## src/rtl/core/fat_pkg.sv

```systemverilog
// Shared types, codes and constants for the fade and arpeggio ticker.
// No dependencies; every other file in rtl/core imports this package.

package fat_pkg;

    // Defaults for the top-level parameters
    localparam int CHANNELS_DEF   = 4;
    localparam int NOTE_SLOTS_DEF = 16;

    // Fade and arpeggio constants
    localparam int         FADE_STRIDE_BITS = 3;       // volume update every 8th step
    localparam logic [7:0] END_VOLUME       = 8'd1;
    localparam int         RESULT_CAP       = 8;       // results per input word
    localparam int         CNT_W            = 4;       // holds 0..RESULT_CAP
    localparam logic [8:0] TICK_MAX         = 9'd511;

    // Shared divider geometry: 8 quotient bits, 16-bit divisor
    localparam int DIV_NUM_W = 8;
    localparam int DIV_REM_W = 16;
    localparam int DIV_STEPS = DIV_NUM_W;

    // Register port geometry
    localparam int APB_AW = 4;
    localparam int APB_DW = 32;

    // Register indexes (byte address / 4)
    localparam logic [1:0] REG_PLAY_MODE  = 2'd0;
    localparam logic [1:0] REG_ARP_DELAY  = 2'd1;
    localparam logic [1:0] REG_ARP_COUNT  = 2'd2;

    // Input action codes
    typedef enum logic [2:0] {
        ACT_TICK        = 3'd0,
        ACT_FADE_START  = 3'd1,
        ACT_FADE_RESET  = 3'd2,
        ACT_NOTE_LOAD   = 3'd3,
        ACT_ARP_RESTART = 3'd4
    } action_t;

    // Result kinds
    typedef enum logic [1:0] {
        KIND_VOLUME   = 2'd0,
        KIND_NOTE     = 2'd1,
        KIND_FADE_END = 2'd2
    } kind_t;

    // Input word
    typedef struct packed {
        logic [2:0]  action;
        logic [1:0]  channel;
        logic [15:0] fade_length;
        logic [7:0]  start_volume;
        logic [3:0]  note_index;
        logic [7:0]  note_value;
    } cmd_t;

    // Result word
    typedef struct packed {
        logic [1:0] kind;
        logic [1:0] out_channel;
        logic [7:0] out_value;
        logic       last;
    } rsp_t;

    // Configuration register contents
    typedef struct packed {
        logic       play_mode;
        logic [7:0] arp_step_delay;
        logic [4:0] arp_note_count;
    } cfg_t;

    // Divider request and response
    typedef struct packed {
        logic                 start;
        logic [DIV_REM_W-1:0] rem_init;
        logic [DIV_NUM_W-1:0] num_low;
        logic [DIV_REM_W-1:0] divisor;
    } div_req_t;

    typedef struct packed {
        logic                 done;
        logic [DIV_NUM_W-1:0] quotient;
        logic [DIV_REM_W-1:0] remainder;
    } div_rsp_t;

    // Sequencer states
    typedef enum logic [3:0] {
        S_IDLE,
        S_CHAN,
        S_DSTART,
        S_DWAIT,
        S_VOL,
        S_STEP,
        S_END,
        S_NREAD,
        S_NOTE,
        S_FLUSH
    } seq_state_t;

endpackage

```

## src/rtl/core/fat_cfg_regs.sv

```systemverilog
// APB-style register file: play mode, arpeggio step delay, arpeggio note count.
// Depends on fat_pkg.

module fat_cfg_regs
    import fat_pkg::*;
(
    input  logic              clk,
    input  logic              rst_n,
    input  logic              psel,
    input  logic              penable,
    input  logic              pwrite,
    input  logic [APB_AW-1:0] paddr,
    input  logic [APB_DW-1:0] pwdata,
    output logic [APB_DW-1:0] prdata,
    output logic              pready,
    output cfg_t              cfg
);

    logic       play_mode_reg;
    logic [7:0] arp_delay_reg;
    logic [4:0] arp_count_reg;
    logic       wr_en;
    logic [1:0] reg_idx;

    assign pready  = 1'b1;
    assign reg_idx = paddr[3:2];
    assign wr_en   = psel && penable && pwrite;

    // Register writes
    always_ff @(posedge clk or negedge rst_n)
    begin
        if (!rst_n)
        begin
            play_mode_reg <= 1'b0;
            arp_delay_reg <= 8'd0;
            arp_count_reg <= 5'd1;
        end
        else if (wr_en)
        begin
            unique case (reg_idx)
                REG_PLAY_MODE: play_mode_reg <= pwdata[0];
                REG_ARP_DELAY: arp_delay_reg <= pwdata[7:0];
                REG_ARP_COUNT: arp_count_reg <= pwdata[4:0];
                default:       ;
            endcase
        end
    end

    // Read mux
    always_comb
    begin
        unique case (reg_idx)
            REG_PLAY_MODE: prdata = {31'd0, play_mode_reg};
            REG_ARP_DELAY: prdata = {24'd0, arp_delay_reg};
            REG_ARP_COUNT: prdata = {27'd0, arp_count_reg};
            default:       prdata = '0;
        endcase
    end

    assign cfg.play_mode      = play_mode_reg;
    assign cfg.arp_step_delay = arp_delay_reg;
    assign cfg.arp_note_count = arp_count_reg;

endmodule

```

## src/rtl/core/fat_divider.sv

```systemverilog
// Shared restoring divider: one quotient bit per cycle, DIV_STEPS quotient bits per run.
// Needs rem_init < divisor. Depends on fat_pkg.

module fat_divider
    import fat_pkg::*;
(
    input  logic     clk,
    input  logic     rst_n,
    input  div_req_t req,
    output div_rsp_t rsp
);

    localparam int SW = $clog2(DIV_STEPS);

    logic                 busy_reg;
    logic                 done_reg;
    logic [SW-1:0]        step_reg;
    logic [DIV_REM_W-1:0] rem_reg;
    logic [DIV_NUM_W-1:0] num_reg;     // dividend bits out, quotient bits in
    logic [DIV_REM_W-1:0] dvsr_reg;

    logic [DIV_REM_W:0]   trial;
    logic                 fits;
    logic [DIV_REM_W-1:0] rem_next;
    logic [DIV_NUM_W-1:0] num_next;

    // One restoring step
    always_comb
    begin
        trial    = {rem_reg, num_reg[DIV_NUM_W-1]};
        fits     = (trial >= {1'b0, dvsr_reg});
        rem_next = fits ? DIV_REM_W'(trial - {1'b0, dvsr_reg}) : trial[DIV_REM_W-1:0];
        num_next = {num_reg[DIV_NUM_W-2:0], fits};
    end

    // Control
    always_ff @(posedge clk or negedge rst_n)
    begin
        if (!rst_n)
        begin
            busy_reg <= 1'b0;
            done_reg <= 1'b0;
            step_reg <= '0;
        end
        else
        begin
            done_reg <= 1'b0;
            if (req.start)
            begin
                busy_reg <= 1'b1;
                step_reg <= '0;
            end
            else if (busy_reg)
            begin
                step_reg <= step_reg + SW'(1);
                if (step_reg == SW'(DIV_STEPS - 1))
                begin
                    busy_reg <= 1'b0;
                    done_reg <= 1'b1;
                end
            end
        end
    end

    // Datapath
    always_ff @(posedge clk)
    begin
        if (req.start)
        begin
            rem_reg  <= req.rem_init;
            num_reg  <= req.num_low;
            dvsr_reg <= req.divisor;
        end
        else if (busy_reg)
        begin
            rem_reg <= rem_next;
            num_reg <= num_next;
        end
    end

    assign rsp.done      = done_reg;
    assign rsp.quotient  = num_reg;
    assign rsp.remainder = rem_reg;

endmodule

```

## src/rtl/core/fat_note_mem.sv

```systemverilog
// Arpeggio note table: one write port, one registered read port.
// Contents undefined until written. Depends on fat_pkg.

module fat_note_mem
    import fat_pkg::*;
#(
    parameter int NOTE_SLOTS = NOTE_SLOTS_DEF
)
(
    input  logic                          clk,
    input  logic                          we,
    input  logic [$clog2(NOTE_SLOTS)-1:0] waddr,
    input  logic [7:0]                    wdata,
    input  logic [$clog2(NOTE_SLOTS)-1:0] raddr,
    output logic [7:0]                    rdata
);

    logic [7:0] mem [NOTE_SLOTS];
    logic [7:0] rdata_reg;

    always_ff @(posedge clk)
    begin
        if (we)
        begin
            mem[waddr] <= wdata;
        end
    end

    always_ff @(posedge clk)
    begin
        rdata_reg <= mem[raddr];
    end

    assign rdata = rdata_reg;

endmodule

```

## src/rtl/core/fat_seq.sv

```systemverilog
// Sequencer: fade channel state, arpeggio cursor and tick counter, result
// staging and the output register. Drives the shared divider and note table.
// Depends on fat_pkg.

module fat_seq
    import fat_pkg::*;
#(
    parameter int CHANNELS   = CHANNELS_DEF,
    parameter int NOTE_SLOTS = NOTE_SLOTS_DEF
)
(
    input  logic                          clk,
    input  logic                          rst_n,
    input  cfg_t                          cfg,
    input  logic                          cmd_valid,
    output logic                          cmd_stall,
    input  cmd_t                          cmd,
    output logic                          rsp_valid,
    input  logic                          rsp_stall,
    output rsp_t                          rsp,
    output div_req_t                      div_req,
    input  div_rsp_t                      div_rsp,
    output logic                          mem_we,
    output logic [$clog2(NOTE_SLOTS)-1:0] mem_waddr,
    output logic [7:0]                    mem_wdata,
    output logic [$clog2(NOTE_SLOTS)-1:0] mem_raddr,
    input  logic [7:0]                    mem_rdata
);

    localparam int IW = (CHANNELS > 1) ? $clog2(CHANNELS) : 1;
    localparam int PW = $clog2(NOTE_SLOTS);

    // Per-channel fade state
    logic        active_reg [CHANNELS];
    logic [7:0]  base_reg   [CHANNELS];
    logic [15:0] span_reg   [CHANNELS];
    logic [16:0] pos_reg    [CHANNELS];

    // Arpeggio state
    logic [PW-1:0] arp_pos_reg;
    logic [8:0]    tick_reg;

    // Sequencer state and working registers
    seq_state_t     state_reg, state_next;
    logic [IW-1:0]  idx_reg;
    logic           arp_op_reg;
    logic [23:0]    prod_reg;
    logic [7:0]     vol_reg;
    logic [CNT_W-1:0] count_reg;

    // Result staging: one pending word, one output word
    rsp_t pend_reg;
    logic pend_valid_reg;
    rsp_t out_reg;
    logic out_valid_reg;

    // Decoded signals
    logic          cmd_acc;
    logic          ch_ok;
    logic [IW-1:0] cmd_ch;
    logic          cur_active;
    logic [7:0]    cur_base;
    logic [15:0]   cur_span;
    logic [16:0]   cur_pos;
    logic [16:0]   pos_inc;
    logic          fade_done;
    logic          chan_last;
    logic [7:0]    cnt_eff;
    logic [8:0]    delay9;
    logic          arp_fire;
    logic [8:0]    tick_after;
    logic [8:0]    tick_next;
    logic          out_free;
    logic          push_req;
    logic          push_drop;
    logic          push_go;
    logic          flush_go;
    rsp_t          push_word;

    assign cmd_acc   = cmd_valid && (state_reg == S_IDLE);
    assign cmd_stall = (state_reg != S_IDLE);
    assign cmd_ch    = IW'(cmd.channel);
    assign ch_ok     = (32'(cmd.channel) < 32'(CHANNELS));

    // Current channel view
    assign cur_active = active_reg[idx_reg];
    assign cur_base   = base_reg[idx_reg];
    assign cur_span   = span_reg[idx_reg];
    assign cur_pos    = pos_reg[idx_reg];
    assign pos_inc    = cur_pos + 17'd1;
    assign fade_done  = (pos_inc > {1'b0, cur_span});
    assign chan_last  = (idx_reg == IW'(CHANNELS - 1));

    // Effective note count: zero acts as one, capped at the table size
    always_comb
    begin
        priority if (cfg.arp_note_count == 5'd0)
            cnt_eff = 8'd1;
        else if (8'(cfg.arp_note_count) > 8'(NOTE_SLOTS))
            cnt_eff = 8'(NOTE_SLOTS);
        else
            cnt_eff = 8'(cfg.arp_note_count);
    end

    // Arpeggio tick counter: step when past the delay, then count with saturation
    assign delay9     = 9'(cfg.arp_step_delay);
    assign arp_fire   = (tick_reg > delay9);
    assign tick_after = arp_fire ? (tick_reg - delay9) : tick_reg;
    assign tick_next  = (tick_after < TICK_MAX) ? (tick_after + 9'd1) : tick_after;

    // Result handshake helpers
    assign out_free  = !out_valid_reg || !rsp_stall;
    assign push_drop = (count_reg == CNT_W'(RESULT_CAP));
    assign push_go   = push_req && (push_drop || !pend_valid_reg || out_free);
    assign flush_go  = (state_reg == S_FLUSH) && (!pend_valid_reg || out_free);

    // Divider operands
    always_comb
    begin
        div_req.start = (state_reg == S_DSTART);
        if (arp_op_reg)
        begin
            div_req.rem_init = '0;
            div_req.num_low  = 8'(arp_pos_reg) + 8'd1;
            div_req.divisor  = {8'd0, cnt_eff};
        end
        else
        begin
            // position never exceeds span, so the quotient fits 8 bits
            div_req.rem_init = prod_reg[23:8];
            div_req.num_low  = prod_reg[7:0];
            div_req.divisor  = cur_span;
        end
    end

    // Note table ports
    assign mem_we    = cmd_acc && (cmd.action == ACT_NOTE_LOAD)
                       && (32'(cmd.note_index) < 32'(NOTE_SLOTS));
    assign mem_waddr = PW'(cmd.note_index);
    assign mem_wdata = cmd.note_value;
    assign mem_raddr = arp_pos_reg;

    // State register
    always_ff @(posedge clk or negedge rst_n)
    begin
        if (!rst_n)
        begin
            state_reg <= S_IDLE;
        end
        else
        begin
            state_reg <= state_next;
        end
    end

    // Next state and result requests
    always_comb
    begin
        state_next           = state_reg;
        push_req             = 1'b0;
        push_word.kind       = KIND_VOLUME;
        push_word.out_channel = 2'(idx_reg);
        push_word.out_value  = vol_reg;
        push_word.last       = 1'b0;
        unique case (state_reg)
            S_IDLE:
            begin
                if (cmd_acc)
                begin
                    if (cmd.action == ACT_TICK)
                    begin
                        if (!cfg.play_mode)
                            state_next = S_CHAN;
                        else if (arp_fire)
                            state_next = S_DSTART;
                    end
                    else if (cmd.action == ACT_ARP_RESTART)
                    begin
                        state_next = S_NREAD;
                    end
                end
            end
            S_CHAN:
            begin
                priority if (!cur_active)
                    state_next = chan_last ? S_FLUSH : S_CHAN;
                else if (cur_pos[FADE_STRIDE_BITS-1:0] == '0)
                    state_next = (cur_span != 16'd0) ? S_DSTART : S_VOL;
                else
                    state_next = S_STEP;
            end
            S_DSTART:
            begin
                state_next = S_DWAIT;
            end
            S_DWAIT:
            begin
                if (div_rsp.done)
                    state_next = arp_op_reg ? S_NREAD : S_VOL;
            end
            S_VOL:
            begin
                push_req = 1'b1;
                if (push_go)
                    state_next = S_STEP;
            end
            S_STEP:
            begin
                if (fade_done)
                    state_next = S_END;
                else
                    state_next = chan_last ? S_FLUSH : S_CHAN;
            end
            S_END:
            begin
                push_req            = 1'b1;
                push_word.kind      = KIND_FADE_END;
                push_word.out_value = END_VOLUME;
                if (push_go)
                    state_next = chan_last ? S_FLUSH : S_CHAN;
            end
            S_NREAD:
            begin
                state_next = S_NOTE;
            end
            S_NOTE:
            begin
                push_req              = 1'b1;
                push_word.kind        = KIND_NOTE;
                push_word.out_channel = 2'd0;
                push_word.out_value   = mem_rdata;
                if (push_go)
                    state_next = S_FLUSH;
            end
            S_FLUSH:
            begin
                if (flush_go)
                    state_next = S_IDLE;
            end
            default:
            begin
                state_next = S_IDLE;
            end
        endcase
    end

    // Fade channel state
    always_ff @(posedge clk or negedge rst_n)
    begin
        if (!rst_n)
        begin
            for (int i = 0; i < CHANNELS; i++)
            begin
                active_reg[i] <= 1'b0;
                base_reg[i]   <= 8'd0;
                span_reg[i]   <= 16'd0;
                pos_reg[i]    <= 17'd0;
            end
        end
        else if (cmd_acc && ch_ok && (cmd.action == ACT_FADE_START))
        begin
            active_reg[cmd_ch] <= 1'b1;
            base_reg[cmd_ch]   <= cmd.start_volume;
            span_reg[cmd_ch]   <= cmd.fade_length;
            pos_reg[cmd_ch]    <= 17'd0;
        end
        else if (cmd_acc && ch_ok && (cmd.action == ACT_FADE_RESET))
        begin
            active_reg[cmd_ch] <= 1'b0;
            base_reg[cmd_ch]   <= 8'd0;
            span_reg[cmd_ch]   <= 16'd0;
            pos_reg[cmd_ch]    <= 17'd0;
        end
        else if (state_reg == S_STEP)
        begin
            if (fade_done)
            begin
                active_reg[idx_reg] <= 1'b0;
                base_reg[idx_reg]   <= 8'd0;
                span_reg[idx_reg]   <= 16'd0;
                pos_reg[idx_reg]    <= 17'd0;
            end
            else
            begin
                pos_reg[idx_reg] <= pos_inc;
            end
        end
    end

    // Arpeggio cursor and tick counter
    always_ff @(posedge clk or negedge rst_n)
    begin
        if (!rst_n)
        begin
            arp_pos_reg <= '0;
            tick_reg    <= 9'd0;
        end
        else
        begin
            if (cmd_acc && (cmd.action == ACT_TICK) && cfg.play_mode)
                tick_reg <= tick_next;
            if ((state_reg == S_DWAIT) && div_rsp.done && arp_op_reg)
                arp_pos_reg <= PW'(div_rsp.remainder);
        end
    end

    // Working registers
    always_ff @(posedge clk or negedge rst_n)
    begin
        if (!rst_n)
        begin
            idx_reg    <= '0;
            arp_op_reg <= 1'b0;
            count_reg  <= '0;
        end
        else
        begin
            if (cmd_acc)
            begin
                idx_reg    <= '0;
                arp_op_reg <= cfg.play_mode;
                count_reg  <= '0;
            end
            else
            begin
                if (push_go && !push_drop)
                    count_reg <= count_reg + CNT_W'(1);
                // move to the next channel
                if (((state_reg == S_CHAN) && !cur_active)
                    || ((state_reg == S_STEP) && !fade_done)
                    || ((state_reg == S_END) && push_go))
                    idx_reg <= idx_reg + IW'(1);
            end
        end
    end

    // Product and volume
    always_ff @(posedge clk)
    begin
        if (state_reg == S_CHAN)
        begin
            prod_reg <= cur_base * cur_pos[15:0];
            vol_reg  <= 8'd0;
        end
        else if ((state_reg == S_DWAIT) && div_rsp.done)
        begin
            vol_reg <= cur_base - div_rsp.quotient;
        end
    end

    // Pending and output words
    always_ff @(posedge clk or negedge rst_n)
    begin
        if (!rst_n)
        begin
            pend_valid_reg <= 1'b0;
            out_valid_reg  <= 1'b0;
        end
        else
        begin
            if (push_go && !push_drop)
            begin
                pend_valid_reg <= 1'b1;
                if (pend_valid_reg)
                    out_valid_reg <= 1'b1;
                else if (out_valid_reg && !rsp_stall)
                    out_valid_reg <= 1'b0;
            end
            else if (flush_go && pend_valid_reg)
            begin
                pend_valid_reg <= 1'b0;
                out_valid_reg  <= 1'b1;
            end
            else if (out_valid_reg && !rsp_stall)
            begin
                out_valid_reg <= 1'b0;
            end
        end
    end

    always_ff @(posedge clk)
    begin
        if (push_go && !push_drop)
        begin
            pend_reg <= push_word;
            if (pend_valid_reg)
            begin
                out_reg      <= pend_reg;
                out_reg.last <= 1'b0;
            end
        end
        else if (flush_go && pend_valid_reg)
        begin
            out_reg      <= pend_reg;
            out_reg.last <= 1'b1;
        end
    end

    assign rsp_valid = out_valid_reg;
    assign rsp       = out_reg;

    // Nothing is left staged once the sequencer is idle
    a_idle_empty: assert property (@(posedge clk) disable iff (!rst_n)
        (state_reg == S_IDLE) |-> !pend_valid_reg)
        else $error("pending word left behind in idle");

    // Result count stays within the cap
    a_count_cap: assert property (@(posedge clk) disable iff (!rst_n)
        count_reg <= CNT_W'(RESULT_CAP))
        else $error("result count above cap");

    // An active fade never runs past its span
    a_pos_span: assert property (@(posedge clk) disable iff (!rst_n)
        active_reg[idx_reg] |-> (pos_reg[idx_reg] <= {1'b0, span_reg[idx_reg]}))
        else $error("fade position beyond span");

    // Divider finishes only while the sequencer waits for it
    a_div_wait: assert property (@(posedge clk) disable iff (!rst_n)
        div_rsp.done |-> (state_reg == S_DWAIT))
        else $error("divider done outside wait state");

endmodule

```

## src/rtl/core/fade_and_arpeggio_ticker_unit.sv

```systemverilog
// Top level of the fade and arpeggio ticker: register port, sequencer,
// shared divider and note table. Depends on fat_pkg and the fat_* modules.
//
//   port group   dir  handshake             word
//   cmd          in   cmd_valid/cmd_stall   cmd_t: action, channel, fade data, note data
//   rsp          out  rsp_valid/rsp_stall   rsp_t: kind, out_channel, out_value, last
//   apb          in   psel/penable/pready   registers at 0x0, 0x4, 0x8
//
// Start fade, reset fade, load note and unused actions leave the sequencer idle.
// Fade tick: each channel is visited in turn; an active one on the stride gets a
// volume update through the 8-step shared divider, unless its span is zero.
// Arpeggio step tick runs the divider, then reads the note; restart only reads it.
// Reset clears fade state, cursor and tick counter; the note table is undefined
// until loaded. A stalled output holds the sequencer at its next result.

module fade_and_arpeggio_ticker_unit
    import fat_pkg::*;
#(
    parameter int CHANNELS   = CHANNELS_DEF,
    parameter int NOTE_SLOTS = NOTE_SLOTS_DEF
)
(
    input  logic              clk,
    input  logic              rst_n,
    input  logic              cmd_valid,
    output logic              cmd_stall,
    input  cmd_t              cmd,
    output logic              rsp_valid,
    input  logic              rsp_stall,
    output rsp_t              rsp,
    input  logic              psel,
    input  logic              penable,
    input  logic              pwrite,
    input  logic [APB_AW-1:0] paddr,
    input  logic [APB_DW-1:0] pwdata,
    output logic [APB_DW-1:0] prdata,
    output logic              pready
);

    localparam int PW = $clog2(NOTE_SLOTS);

    cfg_t          cfg;
    div_req_t      div_req;
    div_rsp_t      div_rsp;
    logic          mem_we;
    logic [PW-1:0] mem_waddr;
    logic [7:0]    mem_wdata;
    logic [PW-1:0] mem_raddr;
    logic [7:0]    mem_rdata;

    // Configuration registers
    fat_cfg_regs u_cfg
    (
        .clk     (clk),
        .rst_n   (rst_n),
        .psel    (psel),
        .penable (penable),
        .pwrite  (pwrite),
        .paddr   (paddr),
        .pwdata  (pwdata),
        .prdata  (prdata),
        .pready  (pready),
        .cfg     (cfg)
    );

    // Shared divider
    fat_divider u_div
    (
        .clk   (clk),
        .rst_n (rst_n),
        .req   (div_req),
        .rsp   (div_rsp)
    );

    // Note table
    fat_note_mem #(
        .NOTE_SLOTS (NOTE_SLOTS)
    ) u_notes
    (
        .clk   (clk),
        .we    (mem_we),
        .waddr (mem_waddr),
        .wdata (mem_wdata),
        .raddr (mem_raddr),
        .rdata (mem_rdata)
    );

    // Sequencer
    fat_seq #(
        .CHANNELS   (CHANNELS),
        .NOTE_SLOTS (NOTE_SLOTS)
    ) u_seq
    (
        .clk       (clk),
        .rst_n     (rst_n),
        .cfg       (cfg),
        .cmd_valid (cmd_valid),
        .cmd_stall (cmd_stall),
        .cmd       (cmd),
        .rsp_valid (rsp_valid),
        .rsp_stall (rsp_stall),
        .rsp       (rsp),
        .div_req   (div_req),
        .div_rsp   (div_rsp),
        .mem_we    (mem_we),
        .mem_waddr (mem_waddr),
        .mem_wdata (mem_wdata),
        .mem_raddr (mem_raddr),
        .mem_rdata (mem_rdata)
    );

endmodule

```

## config.mk

```make
export PLATFORM = sky130hd
export DESIGN_NAME = fade_and_arpeggio_ticker_unit
export DESIGN_NICKNAME = d
export VERILOG_FILES = /design/src/rtl/core/fat_pkg.sv /design/src/rtl/core/fat_cfg_regs.sv /design/src/rtl/core/fat_divider.sv /design/src/rtl/core/fat_note_mem.sv /design/src/rtl/core/fat_seq.sv /design/src/rtl/core/fade_and_arpeggio_ticker_unit.sv
export SDC_FILE = /design/constraint.sdc
export NUM_CORES = 1
export LEC_CHECK = 0
export BUFFER_PORTS_ARGS = -buffer_cell sky130_fd_sc_hd__buf_2
export CAP_MARGIN = 10
export CORE_MARGIN = 4
export CORE_UTILIZATION = 45
export CTS_BUF_LIST = sky130_fd_sc_hd__clkbuf_16
export DETAILED_ROUTE_END_ITERATION = 6
export PLACE_DENSITY = 0.64
export SYNTH_ARGS = -nofsm -noshare
export SYNTH_HDL_FRONTEND = slang
export SYNTH_SLANG_ARGS = --single-unit
```

## constraint.sdc

```tcl
create_clock -name clk -period 10.51 [get_ports clk]
set_clock_uncertainty 0.05 [all_clocks]
set_input_delay 0 -clock clk [delete_from_list [all_inputs] [get_ports clk]]
set_output_delay 0 -clock clk [all_outputs]
set_load 0.01 [all_outputs]
```

==> results.yml <==
global_route:
  grt_pass1_wl_mm: 99.45
  grt_antenna_before_repair: 4
  grt_pass1_vias: 17496
  grt_usage: 0.2103
  grt_start_max_net_pins: 137
  overflow: 0
cts:
  cts_root_buf: "clkbuf_16"
  clk_latency_ns: 0.60
  cts_tree: "built"
  cts_sinks: 446
  clk_pin_slew_ns: 0.06
  cts_buffer_depth: 3
  cts_buffers: 49
  htree_levels: 2
placed_design:
  place.gp.congestion: 0.8750
  io_buffers: 80
  hpwlAfterDp_mm: 43.68
layout:
  largest_register_ff_count: 128
  area_growth_pct: 12.95
  post-route-util: 0.5141
  final_cell_mix: "217 x edfxtp_1, 209 x dfrtp_1, 196 x inv_1"
  layout.nets: 2527
  final_common_cell: "edfxtp_1"
  layout-drive-gt1-share: 0.1362
pwr:
  irDropWorstVdd_mv: 0.2110
  power_density_nw_per_um2: 262.0
  p_leak_uw: 0.01221
setup_path:
  worstPathRequired_ns: 10.78
  arrival_ns: 7.57
  worst-path-max-fanout: 32
  critPathMostFrequentCell: "fa_1"
  cp_cell_sequence: "buf_4, mux4_2, nand2_1, fa_1, fa_1, inv_1, fa_1, inv_1, fa_1, inv_1, ha_1, or4_1, o21ai_0, a21oi_1, o41ai_1, a21oi_1, a21o_1, a211oi_1, nor2_1"
  max_stage_delay_ns: 0.83
  cp-start-kind: "flop"
  crit_path_end_kind: "flop"
  crit_type: "flop to flop"
  slowest_stage: "mux4_2"
  reg2reg_depth: 19
sta:
  maxSlewHeadroom: 0.2436
  finalCritPeriodShare: 0.6952
  setup_tns_ns: 0
  rsz0062_at_grt: "false"
  max_freq_mhz: 136.9
  setup_viol: 0
  holdWs_ns: 0.07006
  drv_slew: 0
  worst_pin_slew_ns: 1.132
  final-hold-violation-count: 0
  finalCriticalPeriod_ns: 7.307
routing:
  ant_nets: 0
  wl_per_cell_um: 20.70
  drt_wl_total_mm: 62.90
  dr.pass1.iters: 5
  vias_per_cell: 5.654
  drt_iter0_markers: 1304
  vias: 17181
  route.detailed.drc: 0
synth:
  yosysUniqueCellTypes: 78
  synthTopCellsByArea: "edfxtp_1 26%, dfrtp_1 21%, mux4_2 7.0%"
  ys_seq_elements: 446
  synth_top_flop_cell: "edfxtp_1"
  synth_edf_count: 217
  yosysSeqAreaShare: 0.4852
  postSynthCellCount: 2125
  yosysWarnings: 0
  synth_top_area_frac: 0.2599
  async_reset_ff_frac: 0.4776
  syn_area_per_cell_um2: 11.80
  synth_area_um2: 25080
  synth_top_area_cell: "edfxtp_1"
worst_hold_path:
  worstHoldPathCells: 4
  hp-class: "primary input to flop"
die:
  core_um2: 55090
  ios: 132
  start_util: 0.4552
  dieHeight_um: 244.1
  die_x_um: 244.1
  die_area_um2: 59570
  rows: 86
status:
  outcome: "complete, no violations"
job:
  cap_violations: 0
[final timing paths]
path | start | endpoint | slack (ns)
worst max-delay path | u_seq.idx_reg[0]$_DFFE_PN0P_ | u_seq.prod_reg[21]$_DFFE_PP_ | 3.20
worst min-delay path | cmd[40] | u_seq.active_reg[3]$_DFFE_PN0P_ | 0.07
worst max register to register | u_seq.idx_reg[0]$_DFFE_PN0P_ | u_seq.prod_reg[21]$_DFFE_PP_ | 3.20
worst min register to register | u_seq.pend_reg[7]$_DFFE_PP_ | u_seq.rsp[7]$_DFFE_PP_ | 0.37
max in group asynchronous | rst_n | u_seq.idx_reg[0]$_DFFE_PN0P_ | 8.51
min in group asynchronous | rst_n | u_seq.pos_reg[45]$_DFFE_PN0P_ | 0.10
[cells in the mapped netlist (17+ instances only)]
| master | count |
|---|---|
| a21o_1 | 21 |
| a21oi_1 | 81 |
| a22o_1 | 136 |
| and2_1 | 100 |
| buf_4 | 37 |
| clkbuf_1 | 62 |
| dfrtp_1 | 212 |
| edfxtp_1 | 217 |
| fa_1 | 87 |
| ha_1 | 103 |
| inv_1 | 186 |
| mux2i_1 | 22 |
| mux4_2 | 78 |
| nand2_1 | 160 |
| nand2b_1 | 21 |
| nand3_1 | 33 |
| nand4_1 | 17 |
| nor2_1 | 129 |
| nor3_1 | 25 |
| o21ai_0 | 112 |
| xnor2_1 | 39 |
| xor2_1 | 17 |
[stage by stage]
step | instance area, µm² | worst slack (ns) | power [µW] | cells
6_report | 28320 | 3.203 | 7421 | 3039
5_1_grt | 28320 | 2.670 | 7914 | 3039
4_1_cts | 28320 | 3.115 | 7448 | 3038
3_5_place_dp | 26100 | 3.179 | 5790 | 2879
3_3_place_gp | 26100 | 3.223 | 5694 | 2879
2_1_floorplan | 25160 | 3.719 | 4905 | 2148
[logic make-up (layout without fill, tap and decap cells)]
kind of cell,count (synthesis),after routing,synth area share
AND/OR/NAND/NOR,569,569,0.1143
adder cells (fa/ha/maj),190,190,0.1208
AO/OA/AOI/OAI,438,438,0.1202
buffers and inverters,306,448,0.05239
flip-flops,446,446,0.4852
XOR/XNOR,57,57,0.02021
multiplexers,117,117,0.08647
other,2,26,0.0002995
[where the power goes]
group          internal (µW)  switching, µW
clock network            893            717
registers               2340            311
logic                   1270           1890
total                   4500           2920
[per-layer routing]
layer | global-route usage | wire (µm) | vias up
met3 | 0.04057 | 3957 | 114
li1 | - | - | 7809
met4 | 0.06734 | 1963 | 6
met5 | 0 | 29 | -
met1 | 0.2946 | 27440 | 8744
met2 | 0.3339 | 29520 | 508
[worst max-delay path, delay by kind of cell (launching register included)]
kind | cells | cell delay (ns)
mux | 1 | 0.83
simple gates | 3 | 0.78
fa+ha+maj | 5 | 2.27
compound gates | 6 | 1.58
flops | 1 | 0.70
buf+inv | 4 | 0.74
[final cells by class]
| class | count | area, µm² |
|---|---|---|
| fill | 4817 | 26770 |
| sequential | 446 | 12170 |
| multi-input combinational | 1396 | 11730 |
| timing repair buffer | 170 | 1264 |
| clock buffer | 50 | 1251 |
| tap | 748 | 935.9 |
| inverter | 190 | 713.2 |
| clock inverter | 38 | 255.2 |
| antenna | 1 | 2.502 |
[what timing repair did]
action	4_1_cts	5_1_grt
hold buffers	71	0
gates resized for setup	0	0
hold endpoints to repair	430	0
setup buffers	0	0
Power figures use the tool's default switching activity.
